**src/sv/hktc_pkg.sv**
```systemverilog
// ----------------------------------------------------------------------------
// hktc_pkg
// Types and constants of the hashed key table cache.
// ----------------------------------------------------------------------------
`default_nettype none

package hktc_pkg;

  localparam logic [31:0] FNV_BASIS = 32'd2166136261;
  localparam logic [31:0] FNV_PRIME = 32'd16777619;
  localparam int unsigned COUNT_W = 8;
  localparam int unsigned HANDLE_W = 32;
  localparam int unsigned KEY_W = 32;

  typedef enum logic [1:0] {
    OP_BYTE   = 2'd0,
    OP_INSERT = 2'd1,
    OP_STATS  = 2'd2,
    OP_CLEAR  = 2'd3
  } op_t;

  typedef enum logic {
    ST_IDLE   = 1'b0,
    ST_LOOKUP = 1'b1
  } state_t;

  typedef enum logic [1:0] {
    RES_LOOKUP = 2'd0,
    RES_INSERT = 2'd1,
    RES_STATS  = 2'd2
  } res_kind_t;

  typedef struct packed {
    logic      fold;
    logic      scan_start;
    logic      scan_run;
    logic      insert;
    logic      clear;
    logic      load_out;
    res_kind_t kind;
  } cmd_t;

  typedef struct packed {
    logic scan_done;
    logic out_free;
  } sts_t;

endpackage

`default_nettype wire

```
**src/sv/hktc_ctrl.sv**
```systemverilog
// ----------------------------------------------------------------------------
// hktc_ctrl
// Sequencer: accepts beats, starts the bank search and loads results.
// ----------------------------------------------------------------------------
`default_nettype none

module hktc_ctrl (
  input  wire               clk,
  input  wire               rst,
  input  wire               in_valid,
  output logic              in_ready,
  input  wire  [1:0]        in_op,
  input  wire               in_last,
  input  hktc_pkg::sts_t    sts,
  output hktc_pkg::cmd_t    cmd
);
  import hktc_pkg::*;

  state_t state;
  state_t state_next;
  logic   acc;
  op_t    op;

  assign op = op_t'(in_op);

  always_ff @(posedge clk) begin
    if (rst) begin
      state <= ST_IDLE;
    end else begin
      state <= state_next;
    end
  end

  always_comb begin
    state_next = state;
    unique case (state)
      ST_IDLE: begin
        if (acc && op == OP_BYTE && in_last) begin
          state_next = ST_LOOKUP;
        end
      end
      ST_LOOKUP: begin
        if (sts.scan_done && sts.out_free) begin
          state_next = ST_IDLE;
        end
      end
      default: state_next = ST_IDLE;
    endcase
  end

  always_comb begin
    in_ready       = !rst && (state == ST_IDLE) && sts.out_free;
    acc            = in_valid && in_ready;
    cmd.fold       = acc && op == OP_BYTE;
    cmd.scan_start = acc && op == OP_BYTE && in_last;
    cmd.scan_run   = (state == ST_LOOKUP);
    cmd.insert     = acc && op == OP_INSERT;
    cmd.clear      = acc && op == OP_CLEAR;
    cmd.load_out   = (acc && op != OP_BYTE)
                  || ((state == ST_LOOKUP) && sts.scan_done && sts.out_free);
    if (state == ST_LOOKUP) begin
      cmd.kind = RES_LOOKUP;
    end else if (op == OP_INSERT) begin
      cmd.kind = RES_INSERT;
    end else begin
      cmd.kind = RES_STATS;
    end
  end

endmodule

`default_nettype wire

```
**config.mk**
```make
export PLATFORM = sky130hd
export DESIGN_NAME = hktc_ctrl
export DESIGN_NICKNAME = d
export VERILOG_FILES = /design/src/sv/hktc_pkg.sv /design/src/sv/hktc_ctrl.sv
export SDC_FILE = /design/constraint.sdc
export NUM_CORES = 1
export LEC_CHECK = 0
export BUFFER_PORTS_ARGS = -buffer_cell sky130_fd_sc_hd__buf_2
export CORE_AREA = 10 10 47 49
export DETAILED_ROUTE_END_ITERATION = 7
export DIE_AREA = 0 0 57 59
export GPL_TIMING_DRIVEN = 0
export MAX_ROUTING_LAYER = met4
export PLACE_DENSITY = 0.37
export SYNTH_ARGS = -nofsm -noshare
export SYNTH_HDL_FRONTEND = slang
export SYNTH_SLANG_ARGS = --single-unit
export TNS_END_PERCENT = 100
```
**constraint.sdc**
```tcl
create_clock -name clk -period 1.7 [get_ports clk]
set_clock_uncertainty 0.2 [all_clocks]
set_input_delay 0.085 -clock clk [delete_from_list [all_inputs] [get_ports clk]]
set_output_delay 0.085 -clock clk [all_outputs]
set_load 0.005 [all_outputs]
```
### Yosys cells after proc, flatten, opt, wreduce, memory -nomap -nowiden

Cells that the tools add are included.

| storage, ports and cells | value |
|---|---|
| register bits | 1 |
| output and inout bits | 9 |
| bits of input ports | 8 |
| logic and storage cells | 24 |

| operators by class | value |
|---|---|
| eq/ne operators | 2 |
| reductions and logical operators | 15 |
| bitwise logic cells | 1 |
| mux-type cells | 5 |

Operators by type and width:

| cell | number |
|---|---|
| 1-bit logical AND | 11 |
| 2-bit two-way mux | 2 |
| 2-bit by 1-bit == test with 1-bit output (second input constant) | 1 |
| 2-bit == test (second input constant) | 1 |
| 2-bit logical NOT | 1 |
| 1-bit two-way mux | 2 |
| 1-bit case mux with 2 select lines | 1 |
| 2-bit nonzero test | 1 |
| 1-bit logical NOT | 1 |
| 1-bit logical OR | 1 |
| 1-bit NOT | 1 |

### Longest topological paths before layout

Gate-level depths: netlist (run 1).

| logic depth | value |
|---|---|
| word-level depth | 8 |
| depth in mapped cells | 3 |
| gate-level depth less buffers | 3 |

### Worst setup path after synthesis (run 1)

No wires, ideal clock.

| path | value |
|---|---|
| kind | register -> output |
| start point | register state |
| end point | output port cmd[2] in the netlist's numbering |
| cell stages (with the launch flop) | 4 |
| data required time | 1415 ps |
| path buffers | 0 |
| arrival | 922 ps |
| path slack | 493 ps |
| cells stage by stage | dfxtp_1 -> nor3b_1 -> nand2_1 -> o21ai_0 |

RTL lines:

| item | line | text |
|---|---|---|
| start, declared | hktc_ctrl.sv:19 | `state_t state;` |
| start signal, assigned | hktc_ctrl.sv:30 | `state <= state_next;` |
| end, declared | hktc_ctrl.sv:15 | `output hktc_pkg::cmd_t cmd` |

==> summary.md, run 1 <==
| Metric | Value |
|---|---|
| Max reg flops | 1 |
| Setup TNS | 0 ps |
| IO Port Bufs | 16 |
| Finished Layout Cells | 49 |
| Tcrit/Tclk final | 77.5% |
| Distinct cells, synth | 15 |
| Worst Path Arrival | 1030 ps |
| Pwr dens | 244 nW/um2 |
| Setup bufs post-CTS | 0 |
| Routed len/inst | 11.1 um |
| Chip Height | 59 um |
| Synthesis-to-finish area growth | 85.1% |
| Top cells by area, synth | dfxtp_1 17%, nor2_1 9.6%, nor4bb_1 8.5% |
| Drt via density | 3.47 |
| Total of max-cap violations | 0 |
| Post-Syn Instances | 17 |
| Worst Tran Pin Value | 313 ps |
| Max-slew violations | 0 |
| GRT Total Usage | 3.02% |
| Share of layout cells above drive strength 1 | 57.6% |
| Post-DRT Antenna Nets | 0 |
| Design Area, Final | 218 um2 |
| RSZ-0062 raised after global routing | false |
| Reg-to-Reg Start | state |
| Area leader, netlist | dfxtp_1 |
| CP Launch Point | state |
| Remaining Overflow, GRT | 0 |
| Final Critical Period | 1320 ps |
| WHS Endpoint | state |
| IR drop worst, VDD | 0.0762 mV |
| Req. time, crit path | 1410 ps |
| Net Count, Synth | 25 |
| Post-synth top flop | dfxtp_1 |
| Resized Gates After CTS | 0 |
| Worst path cell trace | nor4bb_1, and3_1, buf_2 |
| Die ar. | 3360 um2 |
| Status | completed |
| # DRC | 0 |
| # diodes | 0 |
| Vias in the first global route | 186 |
| Hold_ws | 172 ps |
| First-pass GRT wire length | 869 um |
| Crit-path max cell delay | 350 ps |
| Largest Register | state |
| Endpoints failing hold | 0 |
| Ys async rst share | 0% |
| # setup viols final | 0 |
| R2R cell count | 3 |
| Via count of the routed design | 170 |
| Area after DPL | 218 um2 |
| Final #Nets | 43 |
| Worst hold path depth | 3 |
| Max Fclk | 0.759 GHz |
| Kind of critical path | reg -> out |
| Pre-CTS setup slack | 382 ps |
| Setup crit start kind | flip-flop |
| Reg2reg end | state |
| Worst-skew pair later-pin latency | 0 ps |
| Hold path startpoint | rst |
| Number of synthesized flops with an enable pin | 0 |
| # IOs | 17 |
| Rows | 14 |
| Dpl hpwl | 513 um |
| Final WL | 545 um |
| Synth Register Bits | 1 |
| Biggest regs | state (1) |
| Yosys Warn Count | 0 |
| Leak Pwr | 0.140 nW |
| Initial antenna violation count | 0 |
| Yosys top cell area share | 17.0% |
| Core area | 1400 um2 |
| Iteration-0 DRC Markers | 3 |
| Post-synthesis sequential area ratio | 17.0% |
| Placed Instances | 49 |
| TritonRoute pass-1 iters | 3 |
| Hold buffers post-CTS | 0 |
| Setup ws final | 383 ps |
| Initial Util | 8.39% |
| Die X | 57 um |
| CP max-delay cell | nor4bb_1 |
| CP Max Fanout | 7 |
| Routability Congestion | 0.621 |
| R2R setup slack | 400 ps |
| Cell area after synthesis | 118 um2 |
| Largest net degree at the start of global routing | 8 |
| Hold WC Path Type | in -> reg |
| Most common cell in the synthesized netlist | nor2_1 |
| CP endpoint kind | output port |
| Worst rel slew slack | 78.9% |
| Synth Area per Inst | 6.92 um2 |
| Clock transition at path regs | 0 ps |
worst max-delay path, delay by kind of cell (launching register included):
family,cells,cell delay (ps)
simple gates,2,580
flops,1,340
buf+inv,1,120
through the flow:
step	power [W]	utilization, %
finish	0.0000531	15.5
global route	0.0000578	15.5
CTS	0.0000540	15.5
detailed placement	0.0000539	15.5
global placement	0.0000538	15.5
floorplan	0.0000354	-
worst max-delay path by stage:
| stage | slack (ps) | to | depth (start not counted) |
|---|---|---|---|
| 4_1_cts | 370 | cmd[2] | 4 |
| 2_1_floorplan | 490 | cmd[2] | 3 |
| 6_report | 380 | cmd[6] | 3 |
| 3_5_place_dp | 380 | cmd[6] | 3 |
| 3_3_place_gp | 340 | cmd[2] | 4 |
| 5_1_grt | 190 | cmd[2] | 4 |
kinds of logic after synthesis:
group,synth area share [%]
simple gates,60.6
compound gates,12.8
buf+inv,9.57
flops,17.0
metal layers:
layer | part of all wire (%) | vias to the layer above | global-route usage, %
met5 | 0 | - | -
met1 | 39 | 68 | 3.09
met3 | 22 | 0 | 2.58
li1 | - | 91 | -
met4 | 0 | 0 | 0
met2 | 39 | 11 | 4.65
cell type report:
class	count	area, um2
repair buffers	16	80.1
plain buffers	1	7.51
flip-flops and latches	1	20.0
well taps	16	20.0
inverters	1	3.75
multi-input cells	14	86.3
fillers	172	1180
power breakdown:
part           switching, W  leakage [nW]  internal, W  total [W]
logic             0.0000128         0.132    0.0000155  0.0000283
clock network             0             0            0          0
registers       0.000000507       0.00807    0.0000243  0.0000248
total             0.0000133         0.140    0.0000398  0.0000531
cell usage in the layout (no fill, tap or decap), drive strengths merged:
master / n
nor3: 1
nor4bb: 1
o21ai: 1
and2b: 1
inv: 1
nand3: 1
o211a: 1
nand2: 1
nor2: 3
dfxtp: 1
and3: 2
nand2b: 1
nor3b: 1
buf: 17
No activity file was read; power rests on OpenSTA's default activity.
==> inputs of run 2 (changes only) <==
Settings changed: PLACE_DENSITY 0.37 to 0.38.
Clock period 1.7 ns to 1.1 ns, I/O delays scaled along.
==> run 2 against run 1 <==
Against the previous run:
- the flow now finishes with violations (negative setup slack)
- final cell count up 2.0%
- via count increased by 8.2%
- combinational power increased by 91%
- wire length up 3.1%
- total power grew 70%
- core utilization increased by 3.1 points
- sequential power up 46%
- die area unchanged
- sequential share of layout area shrank 0.10 points
- first-iteration DRC count decreased by 100%
- critical path type is now reg -> reg
==> summary.md, run 2 (synthesized netlist as in run 1, its figures left out) <==
| Metric | Value |
|---|---|
| Max-slew violations | 0 (unchanged) |
| Total Power | 0.0000902 W (was 0.0000531 W) |
| Hold_ws | 175 ps (was 172 ps) |
| Die ar. | 3360 um2 (unchanged) |
| Setup ws final | -138 ps (was 383 ps) |
| # DRC | 0 (unchanged) |
| CP endpoint kind | flip-flop (was output port) |
| Largest Register | state (unchanged) |
| Remaining Overflow, GRT | 0 (unchanged) |
| GRT Total Usage | 3.06% (was 3.02%) |
| Switch Pwr | 0.0000249 W (was 0.0000133 W) |
| Pre-CTS setup slack | -276 ps (was 382 ps) |
| Chip Height | 59 um (unchanged) |
| IO Port Bufs | 16 (unchanged) |
| Total of max-cap violations | 0 (unchanged) |
| Failing checks | negative setup slack |
| Max Fclk | 0.808 GHz |
| Core area | 1400 um2 (unchanged) |
| Iteration-0 DRC Markers | 0 (was 3) |
| Req. time, crit path | 830 ps (was 1410 ps) |
| Clock transition at path regs | 0 ps (about the same) |
| Biggest regs | state (1) (unchanged) |
| Share of layout cells above drive strength 1 | 76.5% (was 57.6%) |
| Initial Util | 8.39% (unchanged) |
| RSZ-0062 raised after global routing | true (was false) |
| Setup crit start kind | flip-flop (unchanged) |
| Kind of critical path | reg -> reg (was reg -> out) |
| Family with the most delay on the worst path | simple AND/OR/NAND/NOR gates (unchanged) |
| Endpoints failing hold | 0 (unchanged) |
| Synthesis-to-finish area growth | 122% (was 85.1%) |
| Via count of the routed design | 184 (was 170) |
| Crit-path max cell delay | 340 ps (was 350 ps) |
| Pwr dens | 345 nW/um2 (was 244 nW/um2) |
| Worst Path Arrival | 970 ps (was 1030 ps) |
| Gate power share | 60.0% (was 53.4%) |
| Routability Congestion | 0.631 (was 0.621) |
| Seq pwr share | 40.0% (was 46.6%) |
| Placed Instances | 49 (unchanged) |
| Switching Share | 27.6% (was 25.1%) |
| CP Max Fanout | 3 (was 7) |
| Most common cell after layout, fill and taps aside | buf_2 (unchanged) |
| TritonRoute pass-1 iters | 1 (was 3) |
| Hold WC Path Type | in -> out (was in -> reg) |
| Tcrit/Tclk final | 113% |
| Leak Pwr | 0.152 nW (was 0.140 nW) |
| Max reg flops | 1 (unchanged) |
| Drt via density | 3.68 (was 3.47) |
| Initial antenna violation count | 0 (unchanged) |
| Dpl hpwl | 506 um (was 513 um) |
| # diodes | 0 (unchanged) |
| Routed len/inst | 11.2 um (was 11.1 um) |
| Worst rel slew slack | 84.2% (was 78.9%) |
| Finished Layout Cells | 50 (was 49) |
| Status | complete, but fails checks (was completed) |
| WP buf/inv | 0 (was 1) |
| First-pass GRT wire length | 876 um (was 869 um) |
| Clock network fraction of total power | 0% (about the same) |
| Worst path cell trace | nor4bb_4, and3_4, o211a_1 (was nor4bb_1, and3_1, buf_2) |
| Vias in the first global route | 207 (was 186) |
| Hold buffers post-CTS | 0 (unchanged) |
| Final #Nets | 44 (was 43) |
| Post-DRT Antenna Nets | 0 (unchanged) |
| # setup viols final | 6 (was 0) |
| Final WL | 562 um (was 545 um) |
| Worst Tran Pin Value | 236 ps (was 313 ps) |
| CP max-delay cell | dfxtp_4 (was nor4bb_1) |
| Rows | 14 (unchanged) |
| IR drop worst, VDD | 0.154 mV (was 0.0762 mV) |
| Internal | 0.0000653 W (was 0.0000398 W) |
| Die X | 57 um (unchanged) |
| # IOs | 17 (unchanged) |
| Worst-skew pair later-pin latency | 0 ps (about the same) |
| Most frequent cells in the layout | 16 x buf_2, 3 x nor2_1, 2 x buf_4 (was 16 x buf_2, 3 x nor2_1) |
| Largest net degree at the start of global routing | 6 (was 8) |
| Final Critical Period | 1240 ps |
-- run 2: cell type report --
cell class                      instances  area (um2)
Buffer                                  1        7.51
Tap cell                               16        20.0
Fill cell                             171        1140
Sequential cell                         1        23.8
Inverter                                1        3.75
Multi-Input combinational cell         14         119
Timing Repair Buffer                   17        87.6
-- run 2: timing repair --
item,in CTS,in global routing
setup buffers,1,0
setup endpoints to repair,6,6
pin swaps,5,2
gates resized for setup,6,3
cloned,0,0
-- run 2: power groups by stage --
stage,clock (W),combinational [W],sequential (W)
global placement,0,0.0000450,0.0000383
CTS,0,0.0000525,0.0000361
finish,0,0.0000541,0.0000361
detailed placement,0,0.0000451,0.0000383
floorplan,0,0.0000165,0.0000381
global route,0,0.0000610,0.0000362
-- run 2: path summary, 6_finish.rpt --
| check | end | slack [ps] | start | cells after the start |
|---|---|---|---|---|
| min reg2reg | state | 460 | state | 2 |
| max reg2reg | state | -140 | state | 3 |
| min | cmd[7] | 170 | in_op[1] | 3 |
| max | state | -140 | state | 3 |
-- run 2: per-stage QoR --
stage          TNS [ps]  cell area (um2)  util, %
2_1_floorplan      -254              118        -
3_3_place_gp      -1260              218     15.5
3_5_place_dp      -1340              218     15.5
4_1_cts            -657              249     17.8
5_1_grt            -847              262     18.7
6_report           -469              262     18.7
-- run 2: layer usage --
metal	vias up	global-route usage (%)	part of all wire, %
li1	94	-	-
met1	77	3.20	39
met2	13	5.74	49
met3	0	1.07	12
met4	0	0	0
met5	-	-	0
-- run 2: worst reg2reg max path: stages, from the launching register on --
cell and delay (ps):
dfxtp_4 340, nor4bb_4 290, and3_4 220, o211a_1 130
==> inputs of run 3 (changes only) <==
Settings changed: PLACE_DENSITY 0.38 to 0.33.
Clock period 1.1 ns to 1.4 ns, I/O delays scaled along.
==> run 3 against run 2 <==
Against the previous run:
- the flow now finishes without violations
- via count is 4.9% lower
- core utilization fell by 2.8 points
- critical path depth stayed put
- first-iteration DRC count increased by 2
- worst hold slack about the same
- sequential share of layout area is 0.10 points lower
- register-to-register slack better by 230 ps
- global-route usage is essentially flat
- setup slack better by 230 ps
- critical endpoint is now cmd[6]
- largest cell class unchanged
- highest routed layer unchanged
==> summary.md, run 3 (synthesized netlist as in run 1, its figures left out) <==
| Metric | Value |
|---|---|
| Crit-path max cell delay | 350 ps (was 340 ps) |
| IR drop worst, VDD | 0.0923 mV (was 0.154 mV) |
| Met3 WL post-DR | 104 um (was 69 um) |
| Wl on met1 | 362 um (was 217 um) |
| Hold buffers post-CTS | 0 (unchanged) |
| Core area | 1400 um2 (unchanged) |
| Leak Pwr | 0.142 nW (was 0.152 nW) |
| Hold WC Path Type | in -> reg (was in -> out) |
| Kind of critical path | reg -> out (was reg -> reg) |
| # diodes | 0 (unchanged) |
| # IOs | 17 (unchanged) |
| Clock transition at path regs | 0 ps (about the same) |
| CP max-delay cell | dfxtp_1 (was dfxtp_4) |
| First-pass GRT wire length | 855 um (was 876 um) |
| Largest Register | state (unchanged) |
| Worst rel slew slack | 80.1% (was 84.2%) |
| Initial Util | 8.39% (unchanged) |
| Most common cell after layout, fill and taps aside | buf_2 (unchanged) |
| Finished Layout Cells | 49 (was 50) |
| Synthesis-to-finish area growth | 89.4% (was 122%) |
| CP Max Fanout | 7 (was 3) |
| Design Area, Final | 223 um2 (was 262 um2) |
| Setup bufs post-CTS | 0 (was 1) |
| # DRC | 0 (unchanged) |
| Drt via density | 3.57 (was 3.68) |
| Vias in the first global route | 166 (was 207) |
| Rows | 14 (unchanged) |
| Max layer used | met3 (unchanged) |
| CP endpoint kind | output port (was flip-flop) |
| DR WL met2 | 99 um (was 275 um) |
| Setup crit start kind | flip-flop (unchanged) |
| Final #Nets | 43 (was 44) |
| IO Port Bufs | 16 (unchanged) |
| Worst Tran Pin Value | 295 ps (was 236 ps) |
| Max Fclk | 0.764 GHz |
| Area after DPL | 218 um2 (unchanged) |
| Worst hold path depth | 3 (unchanged) |
| Placed Instances | 49 (unchanged) |
| Worst Path Arrival | 1040 ps (was 970 ps) |
| Resized Gates After CTS | 0 (was 6) |
| Req. time, crit path | 1130 ps (was 830 ps) |
| Worst path cell trace | nor4bb_1, and3_1, buf_2 (was nor4bb_4, and3_4, o211a_1) |
| Post-DRT Antenna Nets | 0 (unchanged) |
| Iteration-0 DRC Markers | 2 (was 0) |
| Chip Height | 59 um (unchanged) |
| Setup TNS | 0 ps (was -469 ps) |
| Biggest regs | state (1) (unchanged) |
| Largest net degree at the start of global routing | 8 (was 6) |
| Routed len/inst | 11.5 um (was 11.2 um) |
| Tcrit/Tclk final | 93.5% |
| Endpoints failing hold | 0 (unchanged) |
| Max-slew violations | 0 (unchanged) |
| Routability Congestion | 0.652 (was 0.631) |
| Via count of the routed design | 175 (was 184) |
| Share of layout cells above drive strength 1 | 60.6% (was 76.5%) |
| GRT Total Usage | 3.02% (was 3.06%) |
| Total of max-cap violations | 0 (unchanged) |
| Most frequent cells in the layout | 16 x buf_2, 3 x nor2_1 (was 16 x buf_2, 3 x nor2_1, 2 x buf_4) |
| Die X | 57 um (unchanged) |
| Max reg flops | 1 (unchanged) |
| Final Critical Period | 1310 ps |
| TritonRoute pass-1 iters | 4 (was 1) |
| Final WL | 565 um (was 562 um) |
| Status | completed (was complete, but fails checks) |
| Remaining Overflow, GRT | 0 (unchanged) |
| # setup viols final | 0 (was 6) |
| Die ar. | 3360 um2 (unchanged) |
| Worst-skew pair later-pin latency | 0 ps (about the same) |
| R2R cell count | 3 (unchanged) |
| Initial antenna violation count | 0 (unchanged) |
| Pwr dens | 296 nW/um2 (was 345 nW/um2) |
| RSZ-0062 raised after global routing | false (was true) |
[run 3: through the flow]
stage	worst slack, ps	utilization, %	hold slack, ps	power (W)
CTS	31.6	15.5	166	0.0000657
global placement	51.9	15.5	159	0.0000656
detailed placement	52.1	15.5	165	0.0000655
global route	0.554	15.9	210	0.0000713
floorplan	198	-	-25.8	0.0000429
finish	90.9	15.9	175	0.0000659
[run 3: area by class of cell]
type / count / area, um2
Buffer: 1 / 7.51
Fill cell: 177 / 1180
Inverter: 1 / 3.75
Multi-Input combinational cell: 14 / 91.3
Sequential cell: 1 / 20.0
Tap cell: 16 / 20.0
Timing Repair Buffer: 16 / 80.1
[run 3: metal layers]
metal / vias to the layer above / GRT usage (%)
met4: 0 / 0
met1: 67 / 5.69
met3: 0 / 1.93
li1: 92 / -
met5: - / -
met2: 16 / 1.71
[run 3: worst paths after layout]
check	endpoint	slack (ps)	startpoint
min reg2reg	state	440	state
min	state	170	rst
max reg2reg	state	90	state
max	cmd[6]	90	state
[run 3: report_power, final]
group | leakage, nW | internal, W | switching (W)
combinational | 0.134 | 0.0000194 | 0.0000163
sequential | 0.00807 | 0.0000295 | 0.000000672
clock | 0 | 0 | 0
total | 0.142 | 0.0000489 | 0.0000170
[run 3: worst max-delay path: cells and delay by family (launching register included)]
family                 cells  cell delay (ps)
flip-flops                 1              350
AND/OR/NAND/NOR            2              560
buffers and inverters      1              130
